$ cat src/rtl/swsr_pkg.sv
package swsr_pkg;

	// register indexes on the configuration port
	localparam int unsigned CFG_IDX_W = 3;
	localparam logic [CFG_IDX_W-1:0] REG_START_LOW   = 3'd0;
	localparam logic [CFG_IDX_W-1:0] REG_START_HIGH  = 3'd1;
	localparam logic [CFG_IDX_W-1:0] REG_RESP_WAIT   = 3'd2;
	localparam logic [CFG_IDX_W-1:0] REG_RESP_PHASE  = 3'd3;
	localparam logic [CFG_IDX_W-1:0] REG_BIT_SAMPLE  = 3'd4;
	localparam logic [CFG_IDX_W-1:0] REG_BYTES       = 3'd5;

	localparam int unsigned CFG_DATA_W = 16;
	localparam int unsigned TICK_W     = 16;
	localparam int unsigned BYTES_W    = 4;

	// reset values of the timing and byte-count registers, and the byte-count limit
	localparam logic [TICK_W-1:0]  START_LOW_RST   = 16'd10000;
	localparam logic [TICK_W-1:0]  START_HIGH_RST  = 16'd30;
	localparam logic [TICK_W-1:0]  RESP_WAIT_RST   = 16'd40;
	localparam logic [TICK_W-1:0]  RESP_PHASE_RST  = 16'd80;
	localparam logic [TICK_W-1:0]  BIT_SAMPLE_RST  = 16'd30;
	localparam logic [BYTES_W-1:0] BYTES_RST       = 4'd5;
	localparam logic [BYTES_W-1:0] BYTES_MAX       = 4'd8;

	// status codes
	localparam logic [1:0] STATUS_IDLE = 2'd0;
	localparam logic [1:0] STATUS_BUSY = 2'd1;
	localparam logic [1:0] STATUS_FAIL = 2'd2;

	// command codes
	localparam logic CMD_TICK  = 1'b0;
	localparam logic CMD_START = 1'b1;

	typedef struct packed {
		logic [TICK_W-1:0]  start_low_ticks;
		logic [TICK_W-1:0]  start_high_ticks;
		logic [TICK_W-1:0]  response_wait_ticks;
		logic [TICK_W-1:0]  response_phase_ticks;
		logic [TICK_W-1:0]  bit_sample_ticks;
		logic [BYTES_W-1:0] bytes_to_read;
	} cfg_t;

	typedef struct packed {
		logic       drive_enable;
		logic       drive_level;
		logic       byte_valid;
		logic [7:0] data_byte;
		logic       last_byte;
		logic [1:0] status;
	} result_t;

endpackage

$ cat src/rtl/single_wire_sensor_reader_unit.sv
// Master side of a single-wire sensor read.
// Input channel (in_valid / in_stall): each beat is either a start command
// (cmd = 1) or a one-microsecond tick (cmd = 0) carrying the sampled
// line_level. Start drives the line low, then high, then releases it and
// checks the sensor response; data bits are then sampled and shifted in
// MSB first, and each finished byte is presented.
// Output channel (out_valid / out_stall): one result beat per input beat,
// carrying drive_enable/drive_level for the line, byte_valid, data_byte,
// last_byte and status (idle/done, busy, no response).
// Each result beat is registered and shows in the cycle after its input beat; one
// beat per cycle is sustained while the output is not stalled, the sequencer state and
// the result register being updated in the same cycle. A held result stalls the input
// only while the receiver stalls the output.
// Configuration (cfg_write / cfg_index / cfg_data) writes one timing or
// byte-count register per cycle; write only while the block is idle.
// Reset returns the sequencer to idle, drops any pending result and loads
// the default timings.
module single_wire_sensor_reader_unit
	import swsr_pkg::*;
#(
	parameter int unsigned COUNT_WIDTH = 16
) (
	input  logic                  clk,
	input  logic                  arst_n,
	input  logic                  cfg_write,
	input  logic [CFG_IDX_W-1:0]  cfg_index,
	input  logic [CFG_DATA_W-1:0] cfg_data,
	input  logic                  in_valid,
	output logic                  in_stall,
	input  logic                  cmd,
	input  logic                  line_level,
	output logic                  out_valid,
	input  logic                  out_stall,
	output logic                  drive_enable,
	output logic                  drive_level,
	output logic                  byte_valid,
	output logic [7:0]            data_byte,
	output logic                  last_byte,
	output logic [1:0]            status
);

	cfg_t    cfg;
	result_t result;

	swsr_cfg u_cfg (
		.clk       (clk),
		.arst_n    (arst_n),
		.cfg_write (cfg_write),
		.cfg_index (cfg_index),
		.cfg_data  (cfg_data),
		.cfg       (cfg)
	);

	swsr_seq #(
		.COUNT_WIDTH (COUNT_WIDTH)
	) u_seq (
		.clk        (clk),
		.arst_n     (arst_n),
		.cfg        (cfg),
		.in_valid   (in_valid),
		.in_stall   (in_stall),
		.cmd        (cmd),
		.line_level (line_level),
		.out_valid  (out_valid),
		.out_stall  (out_stall),
		.result     (result)
	);

	assign drive_enable = result.drive_enable;
	assign drive_level  = result.drive_level;
	assign byte_valid   = result.byte_valid;
	assign data_byte    = result.data_byte;
	assign last_byte    = result.last_byte;
	assign status       = result.status;

	// a start beat always shows the line driven low next cycle
	a_start_drives_low: assert property (@(posedge clk) disable iff (!arst_n)
		in_valid && !in_stall && cmd == CMD_START |=>
		out_valid && drive_enable && !drive_level && status == STATUS_BUSY)
		else $error("start beat did not drive the line low");

	// the line is only driven while busy
	a_drive_busy: assert property (@(posedge clk) disable iff (!arst_n)
		out_valid && drive_enable |-> status == STATUS_BUSY)
		else $error("line driven outside a busy phase");

	// byte fields stay clear without a byte
	a_byte_fields: assert property (@(posedge clk) disable iff (!arst_n)
		out_valid && !byte_valid |-> data_byte == 8'd0 && !last_byte)
		else $error("byte fields set without byte_valid");

	// a held result blocks the input side
	a_stall_backpressure: assert property (@(posedge clk) disable iff (!arst_n)
		out_valid && out_stall |-> in_stall)
		else $error("input accepted over a stalled result");

endmodule

$ cat src/rtl/swsr_cfg.sv
module swsr_cfg
	import swsr_pkg::*;
(
	input  logic                  clk,
	input  logic                  arst_n,
	input  logic                  cfg_write,
	input  logic [CFG_IDX_W-1:0]  cfg_index,
	input  logic [CFG_DATA_W-1:0] cfg_data,
	output cfg_t                  cfg
);

	cfg_t cfg_q;

	assign cfg = cfg_q;

	// write one register per beat; unknown indexes are dropped
	always_ff @(posedge clk or negedge arst_n) begin
		if (!arst_n) begin
			cfg_q.start_low_ticks      <= START_LOW_RST;
			cfg_q.start_high_ticks     <= START_HIGH_RST;
			cfg_q.response_wait_ticks  <= RESP_WAIT_RST;
			cfg_q.response_phase_ticks <= RESP_PHASE_RST;
			cfg_q.bit_sample_ticks     <= BIT_SAMPLE_RST;
			cfg_q.bytes_to_read        <= BYTES_RST;
		end else if (cfg_write) begin
			unique case (cfg_index)
				REG_START_LOW:  cfg_q.start_low_ticks      <= cfg_data;
				REG_START_HIGH: cfg_q.start_high_ticks     <= cfg_data;
				REG_RESP_WAIT:  cfg_q.response_wait_ticks  <= cfg_data;
				REG_RESP_PHASE: cfg_q.response_phase_ticks <= cfg_data;
				REG_BIT_SAMPLE: cfg_q.bit_sample_ticks     <= cfg_data;
				REG_BYTES:      cfg_q.bytes_to_read        <= cfg_data[BYTES_W-1:0];
				default: ;
			endcase
		end
	end

endmodule

$ cat src/rtl/swsr_seq.sv
module swsr_seq
	import swsr_pkg::*;
#(
	parameter int unsigned COUNT_WIDTH = 16
) (
	input  logic    clk,
	input  logic    arst_n,
	input  cfg_t    cfg,
	input  logic    in_valid,
	output logic    in_stall,
	input  logic    cmd,
	input  logic    line_level,
	output logic    out_valid,
	input  logic    out_stall,
	output result_t result
);

	typedef enum logic [3:0] {
		PH_IDLE,
		PH_START_LOW,
		PH_START_HIGH,
		PH_RESP_LOW,
		PH_RESP_HIGH,
		PH_RESP_TAIL,
		PH_BIT_RISE,
		PH_BIT_SAMPLE,
		PH_BIT_FALL,
		PH_FAIL
	} phase_t;

	localparam int unsigned CMP_W = (COUNT_WIDTH > TICK_W) ? COUNT_WIDTH : TICK_W;
	localparam logic [COUNT_WIDTH-1:0] CNT_MAX = {COUNT_WIDTH{1'b1}};

	phase_t                 phase_q, phase_d;
	logic [COUNT_WIDTH-1:0] tick_q, tick_d;
	logic [2:0]             bit_idx_q, bit_idx_d;
	logic [7:0]             shift_q, shift_d;
	logic [BYTES_W-1:0]     byte_idx_q, byte_idx_d;
	logic                   out_valid_q;
	result_t                result_q, result_d;

	logic                   accept;
	logic [COUNT_WIDTH-1:0] cnt_inc;
	logic [TICK_W-1:0]      limit;
	logic                   wait_end;
	logic [BYTES_W-1:0]     byte_target;
	logic [BYTES_W-1:0]     byte_idx_inc;
	logic [7:0]             shift_new;

	// hold input while a result waits on a stalled receiver
	assign in_stall  = out_valid_q & out_stall;
	assign accept    = in_valid & ~in_stall;
	assign out_valid = out_valid_q;
	assign result    = result_q;

	// saturating wait counter and its limit for the current phase
	always_comb begin
		cnt_inc = (tick_q != CNT_MAX) ? tick_q + 1'b1 : tick_q;
		unique case (phase_q)
			PH_START_LOW:  limit = cfg.start_low_ticks;
			PH_START_HIGH: limit = cfg.start_high_ticks;
			PH_RESP_LOW:   limit = cfg.response_wait_ticks;
			PH_RESP_HIGH,
			PH_RESP_TAIL:  limit = cfg.response_phase_ticks;
			default:       limit = cfg.bit_sample_ticks;
		endcase
		wait_end = (CMP_W'(cnt_inc) >= CMP_W'(limit)) || (cnt_inc == CNT_MAX);
	end

	// clamp the byte count to one through eight
	always_comb begin
		if (cfg.bytes_to_read == '0)
			byte_target = BYTES_W'(1);
		else if (cfg.bytes_to_read > BYTES_MAX)
			byte_target = BYTES_MAX;
		else
			byte_target = cfg.bytes_to_read;
	end

	assign byte_idx_inc = byte_idx_q + 1'b1;
	assign shift_new    = {shift_q[6:0], line_level};

	// next state and result for one beat
	always_comb begin
		phase_d    = phase_q;
		tick_d     = tick_q;
		bit_idx_d  = bit_idx_q;
		shift_d    = shift_q;
		byte_idx_d = byte_idx_q;
		result_d   = '0;

		if (cmd == CMD_START) begin
			phase_d    = PH_START_LOW;
			tick_d     = '0;
			bit_idx_d  = '0;
			shift_d    = '0;
			byte_idx_d = '0;
		end else begin
			unique case (phase_q)
				PH_START_LOW, PH_START_HIGH, PH_RESP_LOW, PH_RESP_HIGH, PH_RESP_TAIL: begin
					tick_d = wait_end ? '0 : cnt_inc;
					if (wait_end) begin
						unique case (phase_q)
							PH_START_LOW:  phase_d = PH_START_HIGH;
							PH_START_HIGH: phase_d = PH_RESP_LOW;
							PH_RESP_LOW:   phase_d = line_level ? PH_FAIL : PH_RESP_HIGH;
							PH_RESP_HIGH:  phase_d = line_level ? PH_RESP_TAIL : PH_FAIL;
							default:       phase_d = PH_BIT_RISE;
						endcase
					end
				end
				PH_BIT_RISE: begin
					if (line_level) begin
						tick_d  = '0;
						phase_d = PH_BIT_SAMPLE;
					end
				end
				PH_BIT_SAMPLE: begin
					tick_d = wait_end ? '0 : cnt_inc;
					if (wait_end) begin
						if (bit_idx_q == 3'd7) begin
							result_d.byte_valid = 1'b1;
							result_d.data_byte  = shift_new;
							result_d.last_byte  = (byte_idx_inc >= byte_target);
							byte_idx_d          = byte_idx_inc;
							shift_d             = '0;
							bit_idx_d           = '0;
						end else begin
							shift_d   = shift_new;
							bit_idx_d = bit_idx_q + 1'b1;
						end
						if (line_level)
							phase_d = PH_BIT_FALL;
						else if (bit_idx_q == 3'd7 && byte_idx_inc >= byte_target)
							phase_d = PH_IDLE;
						else
							phase_d = PH_BIT_RISE;
					end
				end
				PH_BIT_FALL: begin
					if (!line_level)
						phase_d = (byte_idx_q >= byte_target) ? PH_IDLE : PH_BIT_RISE;
				end
				default: ;
			endcase
		end

		// line drive and status follow the new phase
		unique case (phase_d)
			PH_START_LOW: begin
				result_d.drive_enable = 1'b1;
				result_d.drive_level  = 1'b0;
				result_d.status       = STATUS_BUSY;
			end
			PH_START_HIGH: begin
				result_d.drive_enable = 1'b1;
				result_d.drive_level  = 1'b1;
				result_d.status       = STATUS_BUSY;
			end
			PH_IDLE: result_d.status = STATUS_IDLE;
			PH_FAIL: result_d.status = STATUS_FAIL;
			default: result_d.status = STATUS_BUSY;
		endcase
	end

	// advance state on each accepted beat; hold the result until taken
	always_ff @(posedge clk or negedge arst_n) begin
		if (!arst_n) begin
			phase_q     <= PH_IDLE;
			tick_q      <= '0;
			bit_idx_q   <= '0;
			shift_q     <= '0;
			byte_idx_q  <= '0;
			out_valid_q <= 1'b0;
		end else begin
			if (accept) begin
				phase_q     <= phase_d;
				tick_q      <= tick_d;
				bit_idx_q   <= bit_idx_d;
				shift_q     <= shift_d;
				byte_idx_q  <= byte_idx_d;
				out_valid_q <= 1'b1;
			end else if (!out_stall) begin
				out_valid_q <= 1'b0;
			end
		end
	end

	// result register
	always_ff @(posedge clk) begin
		if (accept)
			result_q <= result_d;
	end

endmodule
$ cat config.mk
export PLATFORM = sky130hd
export DESIGN_NAME = single_wire_sensor_reader_unit
export DESIGN_NICKNAME = d
export VERILOG_FILES = /design/src/rtl/swsr_pkg.sv /design/src/rtl/single_wire_sensor_reader_unit.sv /design/src/rtl/swsr_cfg.sv /design/src/rtl/swsr_seq.sv
export SDC_FILE = /design/constraint.sdc
export NUM_CORES = 1
export LEC_CHECK = 0
export CAP_MARGIN = 20
export CORE_ASPECT_RATIO = 1.4
export CORE_MARGIN = 2
export CORE_UTILIZATION = 37
export CTS_CLUSTER_DIAMETER = 150
export CTS_CLUSTER_SIZE = 20
export DETAILED_ROUTE_END_ITERATION = 10
export DONT_BUFFER_PORTS = 1
export PLACE_DENSITY = 0.54
export SETUP_SLACK_MARGIN = 0.05
export SLEW_MARGIN = 25
export SYNTH_ARGS = -nofsm -noshare
export SYNTH_HDL_FRONTEND = slang
export SYNTH_SLANG_ARGS = --single-unit
$ cat constraint.sdc
create_clock -name clk -period 6.5 [get_ports clk]
set_input_delay 0.325 -clock clk [delete_from_list [all_inputs] [get_ports clk]]
set_output_delay 0.325 -clock clk [all_outputs]
set_load 0.02 [all_outputs]
# Word-level counts from Yosys, hierarchy flattened

Cells that the tools add are included.
Widths: inputs -> output; s select.

Register bits: 133
Bits of input ports: 26
Word-level logic and storage cells: 112

Add/subtract/negate cells: 3
Order comparisons: 4
Eq/ne operators: 21
Multiplexer cells: 37
Bitwise operators: 6
Reductions and logical operators: 23

Operators with widths:

| kind                  | count |
|---|---|
| $mux 16               | 4 |
| $pmux 16 s4           | 1 |
| $mux 4                | 14 |
| $pmux 16 s2           | 1 |
| $pmux 4 s4            | 2 |
| $mux 7                | 4 |
| $mux 3                | 6 |
| $add 16x1->16 const B | 1 |
| $eq 16x16->1 const B  | 1 |
| $eq 4x3->1 const B    | 4 |
| $ge 16x16->1          | 1 |
| $ne 16x16->1 const B  | 1 |
| $eq 4x2->1 const B    | 3 |
| $reduce_and 2->1      | 6 |
| $mux 10               | 1 |
| $eq 3x3->1 const B    | 3 |
| $eq 4x1->1 const B    | 2 |
| $eq 4x4->1 const B    | 2 |
| $ge 4x4->1            | 2 |
| $logic_not 4->1       | 2 |
| $pmux 2 s2            | 2 |
| $eq 3x2->1 const B    | 2 |
| $reduce_and 3->1      | 2 |
| $reduce_bool 2->1     | 3 |
| 19 further kinds      | 24 |

# Longest topological paths before layout

Depth after elaboration: 12
Gate-level depth with buffers: 18

# Hierarchy

Synthesis repeated with hierarchy kept, for this count alone.

Cell total of the unflattened synthesis: 633
Area, all modules: 7196.9 sq um

Modules (own cells, without submodules):

| module   | instances | cells each | area each (sq um) |
|---|---|---|---|
| swsr_seq | 1         | 451        | 3948.8 |
| swsr_cfg | 1         | 182        | 3248.1 |

# Least setup slack after synthesis

Ideal clock, no wire load.

Path type: reg-to-reg
Start: register u_seq.phase_q[0]
End: register u_seq.result_q (netlist bit u_seq.result[1]) (data pin)
Data arrival time: 4.187 ns
Data required time: 6.243 ns
Setup slack: 2.056 ns
Cell stages (with the launch flop): 18
Cells stage by stage: dfrtp_1 -> clkbuf_1 -> inv_1 -> buf_2 -> nor4b_1 -> clkbuf_1 -> a22oi_1 -> nand2_1 -> ha_1 -> nand2b_1 -> a211oi_1 -> o21ai_1 -> a311o_1 -> a211oi_4 -> and3_2 -> o21ai_0 -> or2_1 -> and4bb_1

RTL lines:

| element                | line            | text |
|---|---|---|
| from (decl)            | swsr_seq.sv:34  | `phase_t phase_q, phase_d;` |
| from (signal assigned) | swsr_seq.sv:177 | `phase_q <= phase_d;` |
| to (signal assigned)   | swsr_seq.sv:192 | `result_q <= result_d;` |
| to (decl)              | swsr_seq.sv:40  | `result_t result_q, result_d;` |

# Worst setup path in the final report

Start: register u_seq.tick_q[0]
End: register u_seq.tick_q[3]

Cells in the longest elaborated chain, start to end: 7
Elaborated cells on any way between the ends: 9

RTL lines:

| element                                       | line                             | text |
|---|---|---|
| from (decl)                                   | swsr_seq.sv:35                   | `logic [COUNT_WIDTH-1:0] tick_q, tick_d;` |
| from (signal assigned)                        | swsr_seq.sv:178                  | `tick_q <= tick_d;` |
| $add 16x1->16 or $ne 16x16->1 (tied branches) | swsr_seq.sv:58                   | `cnt_inc = (tick_q != CNT_MAX) ? tick_q + 1'b1 : tick_q;` |
| $mux 16 (*)                                   | swsr_seq.sv:58                   |  |
| $ge 16x16->1 or $eq 16x16->1 (tied branches)  | swsr_seq.sv:67                   | `wait_end = (CMP_W'(cnt_inc) >= CMP_W'(limit)) \|\| (cnt_inc == CNT_MAX);` |
| $logic_or 1x1->1                              | swsr_seq.sv:67                   |  |
| $mux 16 (*)                                   | swsr_seq.sv:101, swsr_seq.sv:119 |  |
| $pmux 16 s2 (*)                               | swsr_seq.sv:99                   | `unique case (phase_q)` |
| $mux 16 (*)                                   | swsr_seq.sv:92                   | `if (cmd == CMD_START) begin` |

Every way passes the cells marked *; elsewhere a longest branch is shown, timed or not.
A chain may end at the register's enable or synchronous reset.

==> out/summary.md <==
Outcome
* completed — status

Placement
* 11020 um — placed wire-length estimate
* 0.8503 — final weighted congestion in routability-driven placement
* 0 — PortBufs
* 1578 ps — Post-Place Setup Slack

Final layout
* 0 — number of inserted diodes
* 28.82% — share of cells above drive strength 1
* 676 — final layout net count
* 41.89% — Finished Core Util
* 12.37% — area delta synth->final

Setup path
* nor4b_4 — Max stage delay cell, worst path
* u_seq.tick_q[0] — reg-to-reg startpoint
* simple AND/OR/NAND/NOR gates — Largest delay share family, worst path
* 6840 ps — required time of the worst setup path
* flip-flop — CP endpoint kind
* flip-flop — CP startpoint kind
* 19 — critical-path maximum fanout
* 1 — number of buffer and inverter stages on the critical path
* flip-flop to flip-flop — type of the worst setup path
* 5360 ps — data arrival time of the critical path
* ha_1, nand3_4, nor2_1, nand2_2, xor2_1, inv_1, ha_1, nand2b_1, a211oi_1, o21ai_1, a311o_1, a211oi_4, nand2_2, nor4b_4, a21oi_1, mux2i_1 — cells along the critical path
* u_seq.tick_q[0] — crit path launch
* 960 ps — slowest stage delay, CP

CTS
* 0 — Setup Buffers After CTS
* 0 — Resized cells post-CTS
* 2 — cts-stage hold buffer count
* 133 — clock sink count
* clkbuf_16 — root buffer cell
* built — CTS tree
* 4 — maximum level of the CTS H-tree
* 60 ps — post-CTS clock slew at the launch and capture registers of the worst setup and hold paths
* 2 — Max clock buf depth
* 420 ps — source-to-sink clock delay at the later pin of the worst-skew pair
* 17 — number of buffers created by CTS

Floorplan
* 0.01907 mm^2 — core area
* 0.02035 mm^2 — die area
* 37.28% — starting utilization of the core area
* 121.1 um — overall die width
* 42 — Top Ports
* 60 — number of core rows
* 168.0 um — y dimension of the die

Synth
* 35.21% — area share of the leading cell type in the synthesized netlist
* 133 — number of storage elements in the synthesis netlist
* dfrtp_1, mux2_2, dfstp_2 — leading post-synthesis cells by cell area
* 679 — Post-Syn Nets
* 14 — EDFF count, synth
* 0 — number of warnings printed during yosys synthesis
* 0.007108 mm^2 — area of the mapped netlist
* 75 — number of distinct library cells after synthesis
* dfrtp_1 — Yosys top cell by area
* 11.37 um^2 — synthesized area per cell
* 48.14% — sequential share of the synthesized area
* 625 — synthesized instance count
* dfrtp_1 — ys flop type
* 89.47% — Post-synth ARST share

Power and ir drop
* 291.9 mW/mm^2 — PD cells
* 3.418 nW — total leakage power
* 0.0001734 V — worst voltage drop across the vdd grid
* 2.332 mW — total power draw

Timing
* 0 — Final Max Slew Viols
* no — unrepaired setup endpoints after global routing
* 199.2 MHz — FMAX
* 77.22% — ratio of final minimum period to clock period
* 26.87% — slew margin rel.
* 5019 ps — Tmin final
* 0 — Final setup viols
* 9.165 ps — maximum clock skew at final layout
* 0 — final hold violation count
* 1092 ps — actual transition at the worst max-transition pin
* 1481 ps — post-route worst setup slack
* 0 ps — Setup Total Neg Slack

GRT
* 120 — largest net degree at the start of global routing
* 0 — initial antenna violation count
* 27290 um — first-pass GRT wire length
* 0 — global route total overflow
* 17.30% — global-route total usage across every layer
* 5217 — number of global-route vias before repair

Detailed routing
* 18.79 um — detail-routed net length per standard cell
* 4936 — count of vias placed by the detailed router
* 5 — DR pass1 iterations
* 0 — DRT antenna net count
* 313 — DRT iter0 DRCs
* 0 — DRC viols
* 5.590 — average vias per placed instance
* 16590 um — Final Routed Wirelength

Flow run
* 0 — number of max-capacitance violations reported

Hold path
* in_valid — launch instance of the worst min-delay path
* primary input to flip-flop — path type of the worst min-delay path

==> synth_stat cells (3+ instances only) <==
cell      instances
o211ai_1          5
ha_1             28
dfstp_2          19
or3_1             5
nor2_1           23
o31ai_1           3
nand2_1          56
and3_1           10
edfxtp_1         14
dfrtp_1         100
mux2_2           87
buf_2             9
nand4_1           4
a21oi_1          15
o21ai_0          32
nor4_1            4
clkbuf_1         24
mux2i_1           3
inv_1            27
a221oi_1         15
xor2_1            7
o21ai_1           6
a211oi_1          4
o21a_1            7
xnor2_1           5
nand3_1          12
nor3_1            7
nand2_2           3
a31oi_1           3
nor2b_1           3
a22o_1           12
a222oi_1         16
nand2b_1          6
nor3b_1           4
==> power breakdown <==
part           switching [mW]  leakage (nW)  total, mW  internal (mW)
logic                   0.182          1.55      0.366          0.185
registers              0.0807          1.59       1.07          0.991
clock network           0.364         0.271      0.893          0.529
total                   0.626          3.42       2.33           1.71
==> sequential cells by signal, summed over array words and instances, names as in the netlist <==
register,count
u_seq.tick_q,16
u_seq.result,14
u_seq.out_valid,1
u_cfg.cfg,84
u_seq.byte_idx_q,4
u_seq.phase_q,4
u_seq.bit_idx_q,3
u_seq.shift_q,7
==> cells by family (layout without fill, tap and decap cells) <==
group	after synthesis	count (layout)	share of synthesized area [%]
flip-flops	133	133	48.14
XOR/XNOR	12	12	1.479
AND/OR/NAND/NOR	161	161	12.90
buffers and inverters	63	73	3.644
AO/OA/AOI/OAI	138	138	14.70
multiplexers	90	90	14.21
adder cells (fa/ha/maj)	28	28	4.929
==> final cells by class <==
| class | instances | area (um^2) |
|---|---|---|
| fillers | 1842 | 11080 |
| repair buffers | 13 | 120.1 |
| well taps | 248 | 310.3 |
| flip-flops and latches | 133 | 3422 |
| multi-input cells | 429 | 3475 |
| clock buffers | 21 | 481.7 |
| inverters | 28 | 105.1 |
| clock inverters | 11 | 73.82 |
==> through the flow <==
step | std cells | hold slack [ps] | instance area [um^2]
5_1_grt | 883 | 6.144 | 7988
4_1_cts | 883 | 8.668 | 7988
2_1_floorplan | 625 | 29.41 | 7108
6_report | 883 | 26.78 | 7988
3_3_place_gp | 849 | 32.00 | 7391
3_5_place_dp | 849 | 31.09 | 7395
==> metal layers <==
metal,vias up,GRT usage (%),wire (um)
li1,2323,-,-
met1,2471,20.79,6861
met2,122,30.00,8730
met3,20,4.472,714
met4,0,5.697,286
met5,-,0,0
==> cells in the final DEF, fill, tap and decap left out, drive strengths merged, types with 2 or more instances in the layout <==
cell      Yosys  layout
a211oi        6       6
a21boi        2       2
a21oi        15      15
a221oi       16      16
a222oi       16      16
a22o         13      13
a31oi         3       3
and3         11      11
buf          11      12
clkbuf       24      21
clkinv        0       6
clkinvlp      0       3
dfrtp       100     100
dfstp        19      19
edfxtp       14      14
ha           28      28
inv          28      30
mux2         87      87
mux2i         3       3
nand2        59      59
nand2b        6       6
nand3        15      15
nand3b        2       2
nand4         6       6
nand4b        3       3
nor2         23      23
nor2b         3       3
nor3          9       9
nor3b         4       4
nor4          6       6
nor4b         3       3
o211ai        6       6
o21a          7       7
o21ai        38      38
o31ai         4       4
or2           2       2
or3           5       5
xnor2         5       5
xor2          7       7
==> path summary, 6_finish.rpt <==
kind                       cells past startpoint               end  slack [ps]
setup / recovery                              16   u_seq.tick_q[3]        1480
max in group asynchronous                      2     u_cfg.cfg[36]        5480
setup reg to reg                              16   u_seq.tick_q[3]        1480
hold reg to reg                                2  u_seq.shift_q[6]         480
min in group asynchronous                      2     u_cfg.cfg[64]         550
hold / removal                                 1   u_seq.out_valid          30
Note: power is estimated with default switching activity, not from simulation.
